[config.mk]
export PLATFORM = sky130hd
export DESIGN_NAME = zernike_radial_polynomial
export DESIGN_NICKNAME = d
export VERILOG_FILES = /design/src/sv/zrp_pkg.sv /design/src/sv/zrp_alu.sv /design/src/sv/zernike_radial_polynomial.sv
export SDC_FILE = /design/constraint.sdc
export NUM_CORES = 2
export LEC_CHECK = 0
export ABC_CLOCK_PERIOD_IN_PS = 12000
export BUFFER_PORTS_ARGS = -buffer_cell sky130_fd_sc_hd__buf_2
export CORE_UTILIZATION = 40
export DETAILED_ROUTE_END_ITERATION = 8
export GPL_TIMING_DRIVEN = 0
export SYNTH_ARGS = -nofsm -noshare
export SYNTH_HDL_FRONTEND = slang
export SYNTH_SLANG_ARGS = --single-unit
[constraint.sdc]
create_clock -name clk_i -period 12 [get_ports clk_i]
set_clock_uncertainty 0.1 [all_clocks]
set_input_delay 0 -clock clk_i [delete_from_list [all_inputs] [get_ports clk_i]]
set_output_delay 0 -clock clk_i [all_outputs]
set_load 0.05 [all_outputs]
[src/sv/zrp_pkg.sv]
// Shared types, constants and saturation helper for the Zernike radial polynomial block.
package zrp_pkg;

  typedef struct packed {
    logic [3:0]  order_n;
    logic [3:0]  order_m;
    logic [16:0] radius;
  } in_t;

  typedef struct packed {
    logic signed [31:0] poly_value;
    logic               invalid;
  } out_t;

  // Control of the shared multiply, round and subtract unit.
  typedef struct packed {
    logic load;    // capture a new product
    logic dbl;     // double the product before rounding (the 2r term)
    logic sub_en;  // subtract the old coefficient from the rounded product
  } alu_ctrl_t;

  localparam logic signed [31:0] Q30_ONE = 32'sh4000_0000;
  localparam logic signed [31:0] Q30_MAX = 32'sh7FFF_FFFF;
  localparam logic signed [31:0] Q30_MIN = 32'sh8000_0000;

  // Saturates a wide signed value to the Q2.30 range.
  function automatic logic signed [31:0] sat_q30(input logic signed [35:0] v);
    logic signed [31:0] res;
    if (v > 36'(Q30_MAX)) begin
      res = Q30_MAX;
    end else if (v < 36'(Q30_MIN)) begin
      res = Q30_MIN;
    end else begin
      res = v[31:0];
    end
    return res;
  endfunction

endpackage

[src/sv/zrp_alu.sv]
// Shared arithmetic unit: registered r*x product, round to Q2.30, saturate, subtract.
module zrp_alu (
  input  logic                     clk_i,
  input  zrp_pkg::alu_ctrl_t       ctrl_i,
  input  logic signed [32:0]       operand_i,
  input  logic [16:0]              radius_i,
  input  logic signed [31:0]       sub_i,
  output logic signed [31:0]       value_o
);

  logic signed [50:0] prod;
  logic signed [51:0] prod_d;
  logic signed [51:0] prod_q;
  logic signed [51:0] rounded;
  logic signed [31:0] mul_val;
  logic signed [31:0] sub_val;
  logic signed [35:0] diff;

  always_comb begin
    prod = 51'(operand_i) * 51'($signed({1'b0, radius_i}));
    if (ctrl_i.dbl) begin
      prod_d = {prod, 1'b0};
    end else begin
      prod_d = {prod[50], prod};
    end
  end

  always_ff @(posedge clk_i) begin
    if (ctrl_i.load) begin
      prod_q <= prod_d;
    end
  end

  // Adding half an LSB and dropping 16 bits gives round to nearest, ties up.
  always_comb begin
    rounded = prod_q + 52'sd32768;
    mul_val = zrp_pkg::sat_q30(rounded[51:16]);
    sub_val = ctrl_i.sub_en ? sub_i : 32'sd0;
    diff    = 36'(mul_val) - 36'(sub_val);
    value_o = zrp_pkg::sat_q30(diff);
  end

endmodule

[src/sv/zernike_radial_polynomial.sv]
// Zernike radial polynomial R_n^m(r) by the diagonal recursion on one shared multiplier.
// One item is taken at a time; the block is ready again once the result is in the output
// register, and it accepts the next item while that result still waits for a transfer.
// With k = (n+m)/2 and D = (n-m)/2, a valid item first forms the powers r^1..r^k and then,
// for each pass d = 1..D, updates k+1-d coefficients; every coefficient goes through
// the shared multiply stage and then the round, saturate and write-back stage. Invalid
// orders (m > n, n-m odd, n above MAX_ORDER) return value 0 with the invalid flag. The
// coefficients live in a small memory of MAX_ORDER+1 entries with one write and one
// registered read per cycle.
module zernike_radial_polynomial #(
  parameter int MAX_ORDER = 15
) (
  input  logic          clk_i,
  input  logic          rst_ni,
  input  logic          in_valid_i,
  output logic          in_ready_o,
  input  zrp_pkg::in_t  in_data_i,
  output logic          out_valid_o,
  input  logic          out_ready_i,
  output zrp_pkg::out_t out_data_o
);

  localparam int DEPTH = MAX_ORDER + 1;
  localparam int AW    = (DEPTH > 1) ? $clog2(DEPTH) : 1;

  typedef enum logic [2:0] {
    S_IDLE,
    S_SEED_MUL,
    S_SEED_WB,
    S_P_RD0,
    S_P_RD1,
    S_P_MUL,
    S_P_WB,
    S_DONE
  } state_e;

  state_e state_q;

  logic [16:0]        radius_q;
  logic [3:0]         k_q;
  logic [3:0]         j_q;
  logic [3:0]         last_q;
  logic [2:0]         dleft_q;
  logic signed [31:0] prev_q;
  logic signed [31:0] cur_q;
  logic signed [31:0] nxt_q;
  logic               bad_q;
  logic               out_valid_q;
  zrp_pkg::out_t      out_data_q;

  logic signed [31:0] mem_q [DEPTH];
  logic signed [31:0] rd_q;
  logic               mem_we;
  logic [AW-1:0]      mem_waddr;
  logic signed [31:0] mem_wdata;
  logic               mem_re;
  logic [AW-1:0]      mem_raddr;

  zrp_pkg::alu_ctrl_t alu_ctrl;
  logic signed [32:0] alu_operand;
  logic signed [31:0] alu_value;

  logic               accept;
  logic [4:0]         nm_sum;
  logic [3:0]         nm_diff;
  logic               in_bad;
  logic               pass_end;
  logic               out_free;

  assign in_ready_o  = (state_q == S_IDLE);
  assign accept      = in_valid_i && in_ready_o;
  assign out_valid_o = out_valid_q;
  assign out_data_o  = out_data_q;
  assign out_free    = !out_valid_q || out_ready_i;
  assign pass_end    = (j_q == last_q);

  always_comb begin
    nm_sum  = {1'b0, in_data_i.order_n} + {1'b0, in_data_i.order_m};
    nm_diff = in_data_i.order_n - in_data_i.order_m;
    in_bad  = (in_data_i.order_m > in_data_i.order_n)
           || (in_data_i.order_n[0] != in_data_i.order_m[0])
           || (int'(in_data_i.order_n) > MAX_ORDER);
  end

  zrp_alu u_alu (
    .clk_i     (clk_i),
    .ctrl_i    (alu_ctrl),
    .operand_i (alu_operand),
    .radius_i  (radius_q),
    .sub_i     (cur_q),
    .value_o   (alu_value)
  );

  always_comb begin
    alu_ctrl.load   = (state_q == S_SEED_MUL) || (state_q == S_P_MUL);
    alu_ctrl.dbl    = (state_q == S_P_MUL) && (j_q == 4'd0);
    alu_ctrl.sub_en = (state_q == S_P_WB);
    if (state_q == S_P_MUL) begin
      if (j_q == 4'd0) begin
        alu_operand = 33'(rd_q);
      end else begin
        alu_operand = 33'(prev_q) + 33'(rd_q);
      end
    end else begin
      alu_operand = 33'(prev_q);
    end
  end

  always_comb begin
    mem_we    = (accept && !in_bad) || (state_q == S_SEED_WB) || (state_q == S_P_WB);
    mem_waddr = (state_q == S_IDLE) ? '0 : AW'(j_q);
    mem_wdata = (state_q == S_IDLE) ? zrp_pkg::Q30_ONE : alu_value;
    mem_re    = 1'b0;
    mem_raddr = '0;
    unique case (state_q)
      S_P_RD0: begin
        mem_re    = 1'b1;
        mem_raddr = '0;
      end
      S_P_RD1: begin
        mem_re    = 1'b1;
        mem_raddr = AW'(1);
      end
      S_P_WB: begin
        mem_re    = !pass_end;
        mem_raddr = AW'({1'b0, j_q} + 5'd2);
      end
      default: begin
        mem_re    = 1'b0;
        mem_raddr = '0;
      end
    endcase
  end

  always_ff @(posedge clk_i) begin
    if (mem_we) begin
      mem_q[mem_waddr] <= mem_wdata;
    end
    if (mem_re) begin
      rd_q <= mem_q[mem_raddr];
    end
  end

  always_ff @(posedge clk_i or negedge rst_ni) begin
    if (!rst_ni) begin
      state_q     <= S_IDLE;
      radius_q    <= '0;
      k_q         <= '0;
      j_q         <= '0;
      last_q      <= '0;
      dleft_q     <= '0;
      prev_q      <= '0;
      cur_q       <= '0;
      nxt_q       <= '0;
      bad_q       <= 1'b0;
      out_valid_q <= 1'b0;
      out_data_q  <= '0;
    end else begin
      // In S_DONE a transfer of the old result always coincides with loading the new one.
      if (out_valid_q && out_ready_i && (state_q != S_DONE)) begin
        out_valid_q <= 1'b0;
      end
      unique case (state_q)
        S_IDLE: begin
          if (accept) begin
            radius_q <= in_data_i.radius;
            k_q      <= nm_sum[4:1];
            dleft_q  <= nm_diff[3:1];
            j_q      <= 4'd1;
            bad_q    <= in_bad;
            if (in_bad) begin
              prev_q  <= '0;
              state_q <= S_DONE;
            end else begin
              prev_q <= zrp_pkg::Q30_ONE;
              // With n = m = 0 the answer is the constant term itself.
              state_q <= (nm_sum == 5'd0) ? S_DONE : S_SEED_MUL;
            end
          end
        end
        S_SEED_MUL: begin
          state_q <= S_SEED_WB;
        end
        S_SEED_WB: begin
          prev_q <= alu_value;
          if (j_q == k_q) begin
            last_q  <= k_q - 4'd1;
            state_q <= (dleft_q == 3'd0) ? S_DONE : S_P_RD0;
          end else begin
            j_q     <= j_q + 4'd1;
            state_q <= S_SEED_MUL;
          end
        end
        S_P_RD0: begin
          j_q     <= '0;
          state_q <= S_P_RD1;
        end
        S_P_RD1: begin
          cur_q   <= rd_q;
          state_q <= S_P_MUL;
        end
        S_P_MUL: begin
          nxt_q   <= rd_q;
          state_q <= S_P_WB;
        end
        S_P_WB: begin
          // The new value feeds the next coefficient; the old upper neighbor becomes current.
          prev_q <= alu_value;
          cur_q  <= nxt_q;
          if (pass_end) begin
            dleft_q <= dleft_q - 3'd1;
            last_q  <= last_q - 4'd1;
            state_q <= (dleft_q == 3'd1) ? S_DONE : S_P_RD0;
          end else begin
            j_q     <= j_q + 4'd1;
            state_q <= S_P_MUL;
          end
        end
        S_DONE: begin
          if (out_free) begin
            out_valid_q           <= 1'b1;
            out_data_q.poly_value <= prev_q;
            out_data_q.invalid    <= bad_q;
            state_q               <= S_IDLE;
          end
        end
        default: begin
          state_q <= S_IDLE;
        end
      endcase
    end
  end

endmodule
==> impl_metrics.json <==
{
  "fmax_mhz": 90.05,
  "cts_root_buf": "clkbuf_16",
  "io_buffers": 63,
  "cts.reportedPaths.clkPinSlew_ns": 0.06,
  "grt_pass1_vias": 38870,
  "yosysWarnings": 0,
  "yosys-top-cells-count": "inv_1, nand2_1, edfxtp_1, fa_1, and2_1",
  "synth_top_area_cell": "edfxtp_1",
  "crit_slowest_cell": "a31oi_1",
  "avgSynthCellArea_um2": 11.23,
  "synth_edf_count": 581,
  "area_delta_synth_final_pct": 11.40,
  "grt_max_degree": 85,
  "cp_num_buf_inv": 5,
  "io_pins": 64,
  "hold_violations": 0,
  "dieArea_mm2": 0.1379,
  "hold_slack_ns": 0.1477,
  "ff2ff_setup_slack_ns": 0.89,
  "drt_iter0_drc": 3587,
  "period_minus_slack_ns": 11.11,
  "top_usage_layer": "met2",
  "critPathMaxStageDelay_ns": 0.99,
  "reg2reg_to": "u_alu.prod_q[41]$_DFFE_PP_",
  "seq_area_frac_synth": 0.3960,
  "vias": 37540,
  "cap_violations": 0,
  "slew_violations": 0,
  "grt_overflow": 0,
  "setup_viol": 0,
  "syn-cell-area_mm2": 0.05455,
  "antenna_found_initial": 7,
  "synth_nets": 5624,
  "arrival_ns": 11.39,
  "place_ws_ns": 1.069,
  "synth.area.top_cells": "edfxtp_1, fa_1, dfrtp_1",
  "routabilityCongestion": 0.9310,
  "cts_tree": "done",
  "holdPathEnd": "dleft_q[1]$_DFFE_PN0P_",
  "placed_cells": 6727,
  "post-dp-hpwl_mm": 123.8,
  "min_path_cells": 7,
  "grt_usage": 0.2368,
  "die_w_um": 371.3,
  "core.rowCount": 135,
  "rr_worst_depth": 34,
  "async_flop_share": 0.2222,
  "groute.layer.met1.usage": 0.3146,
  "startpoint_type": "flop",
  "ys_types": 92,
  "post_cts_resized": 0,
  "start_util": 0.4027,
  "core-area_mm2": 0.1355,
  "crit_top_cell": "fa_1",
  "antenna_left": 0,
  "layout-drive-gt1-share": 0.1005,
  "cp_top_family": "adder cells",
  "wl_per_cell_um": 22.98,
  "r2r_start": "prev_q[0]$_DFFE_PN0P_",
  "period_share": 0.9254,
  "cts_buffer_depth": 3,
  "first_pass_iters": 6,
  "numClockSinks": 747,
  "ys_seq_elements": 747,
  "htreeDepth": 3,
  "endpoint_kind": "flop",
  "synthCells": 4860,
  "synth_flop_cell": "edfxtp_1",
  "postCtsSetupBuffers": 0,
  "worstPathMaxFanout": 10,
  "holdCritPathClass": "in2reg",
  "nets": 5848,
  "clkLatencyLatePin_ns": 0.70,
  "synth_top_cell_area_share": 0.3198,
  "rsz0062_at_grt": "false",
  "hold_buffers": 55,
  "finalInstanceArea_mm2": 0.06077,
  "cp.required_ns": 12.28,
  "cts_buffers": 80,
  "setup_ws_ns": 0.8947,
  "worst_slew_pin_slew_ns": 1.354,
  "slew_headroom": 0.09715,
  "place_area_mm2": 0.05770,
  "drc": 0,
  "grt_use_met3": 0.03473,
  "path_class": "reg2reg",
  "hp-start": "in_data_i[21]",
  "die_y_um": 371.3,
  "fin_cells": 6929,
  "viasPerCell": 5.417,
  "use_met2": 0.3907,
  "outcome": "completed",
  "totalWireLength_mm": 159.2,
  "grt_pass1_wl_mm": 243.9
}
[state kept, by name, summed over array words and instances (netlist names), 17 cells and up]
signal,cells
cur_q,32
mem_q,512
nxt_q,32
out_data_o,33
prev_q,32
radius_q,17
rd_q,32
u_alu.prod_q,37
[cell families after synthesis]
family	synth area share
buffers and inverters	0.06720
muxes	0.07190
AOI/OAI and AO/OA	0.08225
and+or+nand+nor	0.1200
xor gates and xnor gates	0.02007
adders and majority gates	0.2426
DFF	0.3960
[layout make-up]
type / instances / area, µm²
Buffer: 262 / 1099
Fill cell: 12590 / 74700
Antenna cell: 2 / 5.005
Tap cell: 1781 / 2228
Multi-Input combinational cell: 3167 / 29430
Timing Repair Buffer: 142 / 1348
Sequential cell: 747 / 21600
Clock inverter: 39 / 344.1
Inverter: 684 / 2567
Clock buffer: 105 / 2147
[how the worst max path moves through the flow]
stage                           start                          to  slack [ns]  cells after the start
3_5_place_dp    prev_q[0]$_DFFE_PN0P_  u_alu.prod_q[41]$_DFFE_PP_        1.07                     34
4_1_cts         prev_q[0]$_DFFE_PN0P_  u_alu.prod_q[41]$_DFFE_PP_        0.94                     34
3_3_place_gp   state_q[0]$_DFFE_PN0P_  u_alu.prod_q[44]$_DFFE_PP_       -1.20                     33
2_1_floorplan  state_q[0]$_DFFE_PN0P_  u_alu.prod_q[38]$_DFFE_PP_        2.49                     32
5_1_grt             rd_q[0]$_DFFE_PP_  u_alu.prod_q[41]$_DFFE_PP_        0.39                     34
6_report        prev_q[0]$_DFFE_PN0P_  u_alu.prod_q[41]$_DFFE_PP_        0.89                     34
[per-stage QoR]
stage	TNS [ns]	utilization
final	0	0.4486
after global routing	0	0.4486
after CTS	0	0.4485
after detailed placement	0	0.4260
after global placement	-27.12	0.4215
after floorplan	0	-
[worst min-delay path: cells and delay by family]
| kind | cells | cell delay (ns) |
|---|---|---|
| compound gates | 2 | 0.23 |
| fa+ha+maj | 2 | 0.41 |
| buf+inv | 2 | 0.15 |
| xor+xnor | 1 | 0.08 |
[routing by layer]
| metal | wire (µm) | up-vias | part of all wire |
|---|---|---|---|
| met1 | 66070 | 19200 | 0.41 |
| met5 | 27 | - | 0.00017 |
| li1 | - | 16730 | - |
| met3 | 10630 | 272 | 0.067 |
| met4 | 6390 | 4 | 0.040 |
| met2 | 76100 | 1331 | 0.48 |
[placed cells by master, fill, tap and decap left out, types with 17 or more instances in the layout]
master / synthesis / final
clkbuf_16: 0 / 81
mux2i_1: 42 / 42
a31oi_1: 54 / 53
nor3_1: 22 / 22
edfxtp_1: 581 / 581
o21ai_0: 126 / 126
fa_1: 538 / 538
buf_2: 40 / 102
nand4_1: 29 / 29
nor2_1: 205 / 189
buf_1: 43 / 43
o21bai_1: 19 / 19
o21ai_1: 39 / 39
nand3_1: 61 / 61
a21o_1: 71 / 71
o211ai_1: 19 / 19
dlygate4sd3_1: 0 / 54
clkbuf_1: 164 / 185
a21oi_1: 177 / 177
and2_1: 277 / 277
dfrtp_1: 166 / 166
mux4_2: 128 / 128
a211oi_1: 40 / 40
mux2_2: 55 / 55
xor2_1: 47 / 47
xnor2_1: 78 / 78
nor3b_1: 18 / 17
and3_1: 25 / 25
inv_1: 683 / 683
nand2_1: 683 / 683
ha_1: 197 / 197
Power is left out: the tool's default activity adds up to more than one toggle a clock period on the data nets, which glitch-free logic cannot reach.
